[src/rtl/ste_pkg.sv]
// Shared types and constants for the semaphore table engine.
// Holds the command and status codes, the request and response structs and
// the controller state type. Depends on nothing.
package ste_pkg;

   localparam int NUM_SEMS_DEF   = 16;
   localparam int WAIT_DEPTH_DEF = 8;
   localparam int COUNT_BITS_DEF = 16;
   localparam int TASK_W         = 8;

   typedef enum logic [2:0] {
      CMD_CREATE  = 3'd0,
      CMD_DELETE  = 3'd1,
      CMD_WAIT    = 3'd2,
      CMD_TRYWAIT = 3'd3,
      CMD_POST    = 3'd4
   } cmd_type;

   typedef enum logic [2:0] {
      STAT_OK         = 3'd0,
      STAT_BLOCKED    = 3'd1,
      STAT_NO_SEM     = 3'd2,
      STAT_NO_SLOT    = 3'd3,
      STAT_QUEUE_FULL = 3'd4
   } status_type;

   typedef enum logic {
      S_IDLE = 1'b0,
      S_EXEC = 1'b1
   } state_type;

   typedef struct packed {
      logic [2:0]        cmd;
      logic [3:0]        sem_id;
      logic [15:0]       init_count;
      logic              sem_kind;
      logic [TASK_W-1:0] task_id;
   } req_type;

   typedef struct packed {
      logic [2:0]        status;
      logic [3:0]        new_id;
      logic              woke_valid;
      logic [TASK_W-1:0] woke_task;
   } rsp_type;

endpackage

[src/rtl/ste_ram.sv]
// Simple dual-port synchronous RAM with registered read.
// Used for the semaphore entry table and the waiter queues; uses ste_pkg
// for default sizes.
module ste_ram import ste_pkg::*; #(
   parameter int WIDTH = TASK_W,
   parameter int DEPTH = NUM_SEMS_DEF * WAIT_DEPTH_DEF
) (
   input  logic                                   clock,
   input  logic                                   wr_en,
   input  logic [(DEPTH > 1 ? $clog2(DEPTH) : 1)-1:0] wr_addr,
   input  logic [WIDTH-1:0]                       wr_data,
   input  logic                                   rd_en,
   input  logic [(DEPTH > 1 ? $clog2(DEPTH) : 1)-1:0] rd_addr,
   output logic [WIDTH-1:0]                       rd_data
);

   logic [WIDTH-1:0] mem [DEPTH];

   always_ff @(posedge clock) begin
      if (wr_en) begin
         mem[wr_addr] <= wr_data;
      end
   end

   always_ff @(posedge clock) begin
      if (rd_en) begin
         rd_data <= mem[rd_addr];
      end
   end

endmodule

[src/rtl/semaphore_table_engine_core.sv]
// Semaphore table engine: create, delete, wait, trywait and post commands.
// Accept registers the request; the execute state registers the response, and a
// response not yet taken delays it. Commands run one at a time, as set by the
// read-then-write pass over entry and waiter RAM (read at accept, write in execute).
// Reset clears the in-use bits, the controller and the response valid at
// once; no clearing pass, the RAMs need none.
module semaphore_table_engine_core import ste_pkg::*; #(
   parameter int NUM_SEMS   = NUM_SEMS_DEF,
   parameter int WAIT_DEPTH = WAIT_DEPTH_DEF,
   parameter int COUNT_BITS = COUNT_BITS_DEF
) (
   input  logic    clock,
   input  logic    reset,
   input  logic    req_valid,
   output logic    req_ready,
   input  req_type req_data,
   output logic    rsp_valid,
   input  logic    rsp_ready,
   output rsp_type rsp_data
);

   localparam int SLOT_W  = $clog2(NUM_SEMS);
   localparam int POS_W   = (WAIT_DEPTH > 1) ? $clog2(WAIT_DEPTH) : 1;
   localparam int FILL_W  = $clog2(WAIT_DEPTH + 1);
   localparam int WQ_D    = NUM_SEMS * WAIT_DEPTH;
   localparam int WADDR_W = (WQ_D > 1) ? $clog2(WQ_D) : 1;
   localparam int ENTRY_W = COUNT_BITS + 1;

   localparam logic [COUNT_BITS-1:0] CNT_MAX  = {COUNT_BITS{1'b1}};
   localparam logic [COUNT_BITS-1:0] CNT_ONE  = COUNT_BITS'(1);
   localparam logic [POS_W-1:0]      POS_LAST = POS_W'(WAIT_DEPTH - 1);
   localparam logic [FILL_W-1:0]     FILL_MAX = FILL_W'(WAIT_DEPTH);
   localparam logic [WADDR_W-1:0]    WQ_STEP  = WADDR_W'(WAIT_DEPTH);

   state_type state_ff, state_in;
   req_type   req_ff;
   logic      rsp_valid_ff;
   rsp_type   rsp_ff, rsp_in;

   logic [NUM_SEMS-1:0] used_ff;
   logic [POS_W-1:0]    head_ff [NUM_SEMS];
   logic [FILL_W-1:0]   fill_ff [NUM_SEMS];

   logic accept, exec_go;

   // request side addressing
   logic [SLOT_W-1:0]  s_req;
   logic [WADDR_W-1:0] wq_rd_addr;

   // execute side
   logic [SLOT_W-1:0]     s_ff;
   logic                  live;
   logic [ENTRY_W-1:0]    entry_rd;
   logic                  kind_rd;
   logic [COUNT_BITS-1:0] count_rd;
   logic [TASK_W-1:0]     wq_rd;
   logic [POS_W-1:0]      head_cur;
   logic [FILL_W-1:0]     fill_cur;
   logic                  can_take;
   logic [COUNT_BITS-1:0] taken_count;
   logic [COUNT_BITS-1:0] init_sat;
   logic [POS_W:0]        tail_sum;
   logic [POS_W-1:0]      tail_pos;
   logic [POS_W-1:0]      head_next;

   logic                  free_found;
   logic [SLOT_W-1:0]     free_idx;

   logic                  entry_we;
   logic [SLOT_W-1:0]     entry_waddr;
   logic                  new_kind;
   logic [COUNT_BITS-1:0] new_count;
   logic                  meta_we;
   logic [POS_W-1:0]      new_head;
   logic [FILL_W-1:0]     new_fill;
   logic                  used_set, used_clr;
   logic                  wq_we;
   logic [WADDR_W-1:0]    wq_wr_addr;

   // ---------------------------------------------------------------- control
   always_comb begin
      state_in = state_ff;
      case (state_ff)
         S_IDLE:  if (req_valid) state_in = S_EXEC;
         S_EXEC:  if (!rsp_valid_ff || rsp_ready) state_in = S_IDLE;
         default: state_in = S_IDLE;
      endcase
   end

   always_comb begin
      req_ready = 1'b0;
      exec_go   = 1'b0;
      case (state_ff)
         S_IDLE:  req_ready = 1'b1;
         S_EXEC:  exec_go   = !rsp_valid_ff || rsp_ready;
         default: req_ready = 1'b0;
      endcase
   end

   assign accept = req_valid && req_ready;

   always_ff @(posedge clock) begin
      if (reset) begin
         state_ff     <= S_IDLE;
         rsp_valid_ff <= 1'b0;
      end else begin
         state_ff <= state_in;
         if (exec_go) begin
            rsp_valid_ff <= 1'b1;
         end else if (rsp_ready) begin
            rsp_valid_ff <= 1'b0;
         end
      end
   end

   always_ff @(posedge clock) begin
      if (accept) begin
         req_ff <= req_data;
      end
      if (exec_go) begin
         rsp_ff <= rsp_in;
      end
   end

   assign rsp_valid = rsp_valid_ff;
   assign rsp_data  = rsp_ff;

   // ---------------------------------------------------------------- memories
   assign s_req      = SLOT_W'(req_data.sem_id);
   assign wq_rd_addr = WADDR_W'(s_req) * WQ_STEP + WADDR_W'(head_ff[s_req]);

   ste_ram #(
      .WIDTH (ENTRY_W),
      .DEPTH (NUM_SEMS)
   ) u_entry_ram (
      .clock   (clock),
      .wr_en   (entry_we && exec_go),
      .wr_addr (entry_waddr),
      .wr_data ({new_kind, new_count}),
      .rd_en   (accept),
      .rd_addr (s_req),
      .rd_data (entry_rd)
   );

   ste_ram #(
      .WIDTH (TASK_W),
      .DEPTH (WQ_D)
   ) u_waiter_ram (
      .clock   (clock),
      .wr_en   (wq_we && exec_go),
      .wr_addr (wq_wr_addr),
      .wr_data (req_ff.task_id),
      .rd_en   (accept),
      .rd_addr (wq_rd_addr),
      .rd_data (wq_rd)
   );

   // ---------------------------------------------------------------- execute
   assign s_ff     = SLOT_W'(req_ff.sem_id);
   assign live     = (32'(req_ff.sem_id) < NUM_SEMS) && used_ff[s_ff];
   assign kind_rd  = entry_rd[COUNT_BITS];
   assign count_rd = entry_rd[COUNT_BITS-1:0];
   assign head_cur = head_ff[s_ff];
   assign fill_cur = fill_ff[s_ff];

   // binary semaphores are taken only at exactly one
   assign can_take    = kind_rd ? (count_rd == CNT_ONE) : (count_rd != '0);
   assign taken_count = kind_rd ? '0 : count_rd - CNT_ONE;

   assign init_sat = (32'(req_ff.init_count) > 32'(CNT_MAX)) ?
                     CNT_MAX : COUNT_BITS'(req_ff.init_count);

   // tail position stays below twice the depth: one compare and subtract
   assign tail_sum   = (POS_W + 1)'(head_cur) + (POS_W + 1)'(fill_cur);
   assign tail_pos   = (32'(tail_sum) >= WAIT_DEPTH) ?
                       POS_W'(32'(tail_sum) - WAIT_DEPTH) : POS_W'(tail_sum);
   assign head_next  = (head_cur == POS_LAST) ? '0 : head_cur + POS_W'(1);
   assign wq_wr_addr = WADDR_W'(s_ff) * WQ_STEP + WADDR_W'(tail_pos);

   // lowest free slot
   always_comb begin
      free_found = 1'b0;
      free_idx   = '0;
      for (int i = NUM_SEMS - 1; i >= 0; i--) begin
         if (!used_ff[i]) begin
            free_found = 1'b1;
            free_idx   = SLOT_W'(i);
         end
      end
   end

   always_comb begin
      entry_we    = 1'b0;
      entry_waddr = s_ff;
      new_kind    = kind_rd;
      new_count   = count_rd;
      meta_we     = 1'b0;
      new_head    = head_cur;
      new_fill    = fill_cur;
      used_set    = 1'b0;
      used_clr    = 1'b0;
      wq_we       = 1'b0;
      rsp_in      = '0;
      rsp_in.status = STAT_OK;
      case (req_ff.cmd)
         CMD_CREATE: begin
            if (free_found) begin
               entry_we      = 1'b1;
               entry_waddr   = free_idx;
               new_kind      = req_ff.sem_kind;
               new_count     = init_sat;
               meta_we       = 1'b1;
               new_head      = '0;
               new_fill      = '0;
               used_set      = 1'b1;
               rsp_in.new_id = 4'(free_idx);
            end else begin
               rsp_in.status = STAT_NO_SLOT;
            end
         end
         CMD_DELETE: begin
            if (live) begin
               used_clr = 1'b1;
            end else begin
               rsp_in.status = STAT_NO_SEM;
            end
         end
         CMD_WAIT: begin
            if (!live) begin
               rsp_in.status = STAT_NO_SEM;
            end else if (can_take) begin
               entry_we  = 1'b1;
               new_count = taken_count;
            end else if (fill_cur == FILL_MAX) begin
               rsp_in.status = STAT_QUEUE_FULL;
            end else begin
               wq_we         = 1'b1;
               meta_we       = 1'b1;
               new_fill      = fill_cur + FILL_W'(1);
               rsp_in.status = STAT_BLOCKED;
            end
         end
         CMD_TRYWAIT: begin
            if (!live) begin
               rsp_in.status = STAT_NO_SEM;
            end else if (can_take) begin
               entry_we  = 1'b1;
               new_count = taken_count;
            end else begin
               rsp_in.status = STAT_BLOCKED;
            end
         end
         CMD_POST: begin
            if (!live) begin
               rsp_in.status = STAT_NO_SEM;
            end else if (fill_cur != '0) begin
               // release the oldest waiter
               meta_we           = 1'b1;
               new_head          = head_next;
               new_fill          = fill_cur - FILL_W'(1);
               rsp_in.woke_valid = 1'b1;
               rsp_in.woke_task  = wq_rd;
            end else if (!kind_rd) begin
               entry_we = 1'b1;
               if (count_rd != CNT_MAX) begin
                  new_count = count_rd + CNT_ONE;
               end
            end else begin
               entry_we  = 1'b1;
               new_count = CNT_ONE;
            end
         end
         default: rsp_in.status = STAT_NO_SEM;
      endcase
   end

   always_ff @(posedge clock) begin
      if (reset) begin
         used_ff <= '0;
      end else if (exec_go) begin
         if (used_set) begin
            used_ff[free_idx] <= 1'b1;
         end
         if (used_clr) begin
            used_ff[s_ff] <= 1'b0;
         end
      end
   end

   // queue pointers are rewritten by create, so they need no reset
   always_ff @(posedge clock) begin
      if (exec_go && meta_we) begin
         head_ff[entry_waddr] <= new_head;
         fill_ff[entry_waddr] <= new_fill;
      end
   end

endmodule

[config.mk]
export PLATFORM = sky130hd
export DESIGN_NAME = semaphore_table_engine_core
export DESIGN_NICKNAME = d
export VERILOG_FILES = /design/src/rtl/ste_pkg.sv /design/src/rtl/ste_ram.sv /design/src/rtl/semaphore_table_engine_core.sv
export SDC_FILE = /design/constraint.sdc
export NUM_CORES = 2
export LEC_CHECK = 0
export ABC_AREA = 1
export BUFFER_PORTS_ARGS = -buffer_cell sky130_fd_sc_hd__buf_2
export CAP_MARGIN = 20
export CORE_ASPECT_RATIO = 1.75
export CORE_MARGIN = 2
export CORE_UTILIZATION = 35
export DETAILED_ROUTE_END_ITERATION = 8
export PLACE_DENSITY_LB_ADDON = 0.3
export SYNTH_ARGS = -nofsm -noshare
export SYNTH_HDL_FRONTEND = slang
export SYNTH_HIERARCHICAL = 1
export SYNTH_SLANG_ARGS = --single-unit
[constraint.sdc]
create_clock -name clock -period 3.75 [get_ports clock]
set_clock_uncertainty 0.15 [all_clocks]
set_input_delay 0.1875 -clock clock [delete_from_list [all_inputs] [get_ports clock]]
set_output_delay 0.1875 -clock clock [all_outputs]
set_load 0.05 [all_outputs]
# ---- Word-level counts from Yosys, hierarchy flattened
# Memories as Yosys holds them, arrays and structs flattened. A register that Yosys moved wholly into a read port is not among the register bits.
# Index checks and enable logic that the tools add are counted.
dict set report word_totals {
  register_bits 66
  ramBits 1408
  inputBits 36
  output_inout_bits 18
  word_cells 168
  memories 4
}
dict set report op_classes {
  add_sub_neg 9
  order_cmp 5
  eq_ne 8
  n_mux 109
  n_bitwise 4
  n_reduce_logical 17
}
# memory depth width rd rd_clocked_by_memory_dff write_ports line_no
set mem_list {}
lappend mem_list {u_waiter_ram.mem 128 8 1 1 1 ste_ram.sv:17} ;# logic [WIDTH-1:0] mem [DEPTH];
lappend mem_list {u_entry_ram.mem 16 17 1 1 1 ste_ram.sv:17}
lappend mem_list {fill_ff 16 4 1 1 1 semaphore_table_engine_core.sv:42} ;# logic [FILL_W-1:0] fill_ff [NUM_SEMS];
lappend mem_list {head_ff 16 3 2 1 1 semaphore_table_engine_core.sv:41} ;# logic [POS_W-1:0] head_ff [NUM_SEMS];
# operator n
set ops {}
lappend ops {{16-bit two-way mux} 12}
lappend ops {{4-bit two-way mux} 26}
lappend ops {{1-bit two-way mux} 49}
lappend ops {{16-bit case mux with 3 select lines} 1}
lappend ops {{3-bit two-way mux} 8}
lappend ops {{16-bit by 1-bit adder with 16-bit output (second input constant)} 1}
lappend ops {{16-bit AND} 1}
lappend ops {{16-bit by 1-bit equality test with 1-bit output (second input constant)} 1}
lappend ops {{16-bit inequality test (second input constant)} 1}
lappend ops {{16-bit NOT} 1}
lappend ops {{16-bit OR} 1}
lappend ops {{16-bit nonzero test} 1}
lappend ops {{16-bit by 1-bit subtractor with 16-bit output (second input constant)} 1}
lappend ops {{7-bit by 3-bit adder with 7-bit output} 2}
lappend ops {{3-bit case mux with 4 select lines} 1}
lappend ops {{4-bit case mux with 3 select lines} 1}
lappend ops {{4-bit by 5-bit less-than comparator with 1-bit output (second input constant)} 2}
lappend ops {{9-bit two-way mux} 1}
lappend ops {{1-bit demux with 4-bit select} 2}
lappend ops {{4-bit by 1-bit >= comparator with 1-bit output (second input constant)} 2}
lappend ops {{3-bit by 2-bit equality test with 1-bit output (second input constant)} 2}
lappend ops {{3-bit equality test (second input constant)} 2}
lappend ops {{1-bit logical AND} 6}
lappend ops {{2-bit two-way mux} 3}
lappend ops {{21 further kinds} 24}

# ---- Depth between registers and ports, before layout
dict set report logic_depth {
  depth_word 26
  depth_mapped 22
  ltp_nobuf 22
}

# ---- Cells and area by module
# Netlist, hierarchy kept.
# module n_inst cells_per_inst area_each_um2 seq_area_each_um2
set by_module_without_submodules {}
lappend by_module_without_submodules {{ste_ram (u_waiter_ram)} 1 3575 42184.2 30989.7}
lappend by_module_without_submodules {{ste_ram (u_entry_ram)} 1 1139 12197.9 8678.3}
lappend by_module_without_submodules {semaphore_table_engine_core 1 1199 10299.9 5245.0}

# ---- Worst setup path after synthesis
# OpenSTA, ideal clock, no wires.
dict set report synth_path {
  path_kind {register to register}
  startpoint {register (tool-made name)}
  endpoint {memory u_waiter_ram/mem[109][0] in the netlist's numbering (enable)}
  setup_time_ps 370
  arrival_ps 3345
  required_time_ps 3230
  slack_ps -115
  path_stages_with_launch 20
  path_buffers 5
  synth_period_minus_slack_ps 3865
  cell_sequence {dfxtp_1 -> buf_6 -> buf_2 -> buf_2 -> buf_2 -> o21ai_0 -> a21oi_1 -> o221ai_1 -> nand2_1 -> ha_1 -> inv_1 -> fa_1 -> xnor2_1 -> xnor2_1 -> inv_1 -> inv_1 -> nor3_1 -> nand2_1 -> clkbuf_1 -> nor2_1}
}
# item line_no
set synth_rtl {}
lappend synth_rtl {{to (decl)} ste_ram.sv:17}

==> run summary <==
========================================================================================================
Average wire length per cell after detail routing                                                21.6 um
Setup CP Type                                                                                    reg2reg
Fin crit period                                                                                  3.66 ns
Share of synthesized registers carrying an async set or reset                                         0%
Data arrival time of the critical path                                                           3.95 ns
Inserted Clock Buffers                                                                               147
Net count of the mapped netlist                                                                     5957
Type of the tightest min-delay check                                                              in2reg
Maximum VDD drop                                                                              0.000401 V
Largest driver fanout on the critical path                                                            27
Total of endpoints with negative setup slack in the final report                                       0
Post-synth top area cell                                                                    sky130_fd_sc_hd__edfxtp_1
Maximum clock rate                                                                             0.274 GHz
H-tree lvl count                                                                                       4
Largest net degree at the start of global routing                                                    140
Die H                                                                                             573 um
Setup TNS                                                                                           0 ns
Share of synthesized area occupied by flip-flops and latches                                       69.4%
Total power                                                                                      37.8 mW
CP Capture Type                                                                                flip-flop
Count of distinct cell types in the synthesized netlist                                               47
Post-CTS clock slew at the launch and capture registers of the worst setup and hold paths        0.07 ns
Worst Setup Start Kind                                                                         flip-flop
Total number of vias                                                                               44800
Number of buffers on the longest clock path                                                            4
Area growth from synthesis to layout                                                               16.5%
Post-route cell area                                                                           75400 um2
Largest cells by area after synthesis                                                       sky130_fd_sc_hd__edfxtp_1, sky130_fd_sc_hd__nand2_1, sky130_fd_sc_hd__nand3_1, sky130_fd_sc_hd__inv_1, sky130_fd_sc_hd__nor2_1
Std-Cell Core Area                                                                            183000 um2
Met2 global-route usage                                                                            36.8%
TritonCTS sink count                                                                                1503
Final routed wirelength across all metal layers                                                189000 um
Routability-driven placement congestion ratio                                                      0.921
Length of the first detailed-routing pass in iterations                                                6
DRT iter0 DRCs                                                                                      3311
Instance area after placement                                                                  69700 um2
Detailed placement HPWL                                                                        121000 um
Count of nets after finishing                                                                       6265
Pins over their slew limit                                                                             0
Gate Count Post-Synth                                                                               5913
Required time of the critical path                                                               4.04 ns
Placement row count                                                                                  208
Share of Yosys cell area claimed by the top area cell type                                         68.8%
Post-route ant nets                                                                                    0
Fin crit share                                                                                     97.5%
Clock root buffer master                                                                    sky130_fd_sc_hd__clkbuf_16
Most crowded layer after global routing                                                             met2
Instance count along the most critical hold path                                                       7
Slew headroom                                                                                      24.3%
Number of enable-type register cells in the synthesized netlist                                     1481
Syn_area_per_cell                                                                               10.9 um2
Logic depth of the worst register-to-register path                                                    17
Post-synthesis sequential element count                                                             1503
Max-cap viol count                                                                                     0
Overall global routing resource usage                                                              19.6%
Power per unit of standard cell area                                                          502 nW/um2
Wire length of the first global-routing pass                                                   276000 um
Leading register cell type out of synthesis                                                 sky130_fd_sc_hd__edfxtp_1
Port bufs                                                                                             53
Remaining design rule violation count                                                                  0
Cell total after placement                                                                          8408
Effective utilization at floorplan                                                                 35.3%
Number of antenna violations at the first check in global routing                                      2
Result of the run                                                                           finished clean
Leakage component of the power                                                                   28.1 nW
Total congestion overflow after global routing                                                         0
Measured slew at the worst slew-check pin                                                        1.14 ns
Overall die area                                                                              188000 um2
Floorplan die width                                                                               329 um
Clock tree from TritonCTS                                                                          built
Number of warnings printed during yosys synthesis                                                      6
Syn Std Cell Area                                                                              64700 um2
Clock latency on the worst-skew pair                                                             0.79 ns
Global-route met3 utilization                                                                      2.00%
Final standard cell count with taps included and fillers excluded                                   8741
I/O pins                                                                                              54
Number of global-route vias before repair                                                          44700
Number of vias per cell                                                                             5.13
Proportion of layout cells with a drive suffix above 1                                             12.1%
Fraction of met1 tracks used by global routing                                                     20.9%
Endpoints failing hold                                                                                 0
========================================================================================================
area by class of cell:
class	count	area (um2)
fill	17200	108000
tap	2415	3020
multi-input combinational	3670	16600
clock buffer	171	3810
antenna	1	2.50
clock inverter	82	768
sequential	1503	44900
inverter	402	1560
timing repair buffer	497	4690
layer usage:
| metal | share of wire (%) | wire [um] |
|---|---|---|
| met5 | 0.0048 | 9 |
| met4 | 6.6 | 12500 |
| met3 | 4.6 | 8660 |
| met2 | 53 | 101000 |
| met1 | 36 | 67400 |
worst paths after layout:
path | start | end | slack [ns]
setup / recovery | flip-flop | u_waiter_ram/mem[60][5] | 0.09
hold / removal | rsp_ready | used_ff[15] | 0.09
setup reg to reg | flip-flop | u_waiter_ram/mem[60][5] | 0.09
hold reg to reg | used_ff[4] | used_ff[4] | 0.35
Yosys cell counts (10+ instances only):
cell type                  count
sky130_fd_sc_hd__nor2_1      263
sky130_fd_sc_hd__edfxtp_1   1481
sky130_fd_sc_hd__buf_4        52
sky130_fd_sc_hd__nor3_1       23
sky130_fd_sc_hd__a221oi_1     10
sky130_fd_sc_hd__xor2_1       17
sky130_fd_sc_hd__inv_2        16
sky130_fd_sc_hd__nand3_1    1227
sky130_fd_sc_hd__buf_2       167
sky130_fd_sc_hd__nand2_1    1773
sky130_fd_sc_hd__buf_6        30
sky130_fd_sc_hd__a21oi_1      87
sky130_fd_sc_hd__clkbuf_1     70
sky130_fd_sc_hd__buf_1        19
sky130_fd_sc_hd__o22ai_1      11
sky130_fd_sc_hd__o211ai_1     33
sky130_fd_sc_hd__o21ai_1      20
sky130_fd_sc_hd__nand4_1      15
sky130_fd_sc_hd__inv_1       379
sky130_fd_sc_hd__nand2_2      11
sky130_fd_sc_hd__o21ai_0     108
sky130_fd_sc_hd__dfxtp_1      22
flip-flops by register name (all words and copies together) (netlist names), named ones only:
name	count
used_ff	16
head_ff	48
rsp_valid	1
u_waiter_ram/rd_data	8
rsp_data	16
req_ff	12
fill_ff	64
u_entry_ram/rd_data	17
u_waiter_ram/mem	1024
init_sat	16
u_entry_ram/mem	272
s_ff	4
state_ff	1
what timing repair did:
item / 4_1_cts / 5_1_grt
hold endpoints to repair: 48 / 0
pin swaps: 0 / 12
endpoints found under the setup margin: 26 / 1287
setup buffers: 0 / 10
gates resized for setup: 4 / 53
cloned: 0 / 7
hold buffers: 62 / 0
metrics by stage:
step | hold WS [ns] | worst slack [ns] | util [%]
6_report | 0.0927 | 0.0946 | 41.1
5_1_grt | 0.122 | -0.0780 | 41.1
4_1_cts | 0.0216 | 0.00364 | 40.8
3_5_place_dp | 0.216 | 0.0176 | 38.0
3_3_place_gp | 0.215 | -0.0518 | 38.0
2_1_floorplan | 0.107 | -0.115 | -
placed cells by master (no fill, tap or decap), drive strengths merged, types with 8 or more instances in the layout:
| cell type | count |
|---|---|
| nor2 | 277 |
| o221ai | 8 |
| nand4 | 16 |
| edfxtp | 1481 |
| dfxtp | 22 |
| o21ai | 128 |
| clkinv | 59 |
| nor3 | 26 |
| clkinvlp | 10 |
| clkbuf | 178 |
| nand2 | 1786 |
| nand3 | 1234 |
| o211ai | 33 |
| inv | 404 |
| a221oi | 10 |
| xor2 | 17 |
| a31oi | 8 |
| dlygate4sd3 | 62 |
| o22ai | 11 |
| buf | 428 |
| bufinv | 11 |
| a21oi | 87 |
power by group:
part | internal [mW] | total (mW) | switching [mW]
logic | 1.32 | 4.62 | 3.30
registers | 18.7 | 18.8 | 0.0891
clock network | 8.08 | 14.4 | 6.29
total | 28.1 | 37.8 | 9.68
critical path, stage by stage, from the launching register on:
cell and delay, ns:
sky130_fd_sc_hd__dfxtp_4 0.42, sky130_fd_sc_hd__buf_12 0.18, sky130_fd_sc_hd__mux2i_1 0.09, sky130_fd_sc_hd__o211ai_1 0.20, sky130_fd_sc_hd__nand3_2 0.12, sky130_fd_sc_hd__nand2_1 0.12
sky130_fd_sc_hd__ha_2 0.19, sky130_fd_sc_hd__inv_1 0.05, sky130_fd_sc_hd__fa_2 0.35, sky130_fd_sc_hd__xnor2_2 0.16, sky130_fd_sc_hd__xnor2_2 0.17, sky130_fd_sc_hd__inv_2 0.15
sky130_fd_sc_hd__inv_4 0.08, sky130_fd_sc_hd__nor3_4 0.22, sky130_fd_sc_hd__nand2_4 0.14, sky130_fd_sc_hd__buf_12 0.21, sky130_fd_sc_hd__nor2_1 0.09, sky130_fd_sc_hd__buf_4 0.18
logic make-up (layout without fill, tap and decap cells):
| logic type | count (synthesis) | after routing | share of synthesized area, % |
|---|---|---|---|
| buffers and inverters | 740 | 1152 | 5.28 |
| DFF | 1503 | 1503 | 69.4 |
| other | 0 | 1 | 0 |
| muxes | 2 | 2 | 0.0310 |
| and+or+nand+nor | 3346 | 3346 | 22.2 |
| AOI/OAI and AO/OA | 295 | 295 | 2.61 |
| xor gates and xnor gates | 19 | 19 | 0.257 |
| adders and majority gates | 8 | 8 | 0.166 |
No activity file was read; power rests on OpenSTA's default activity.
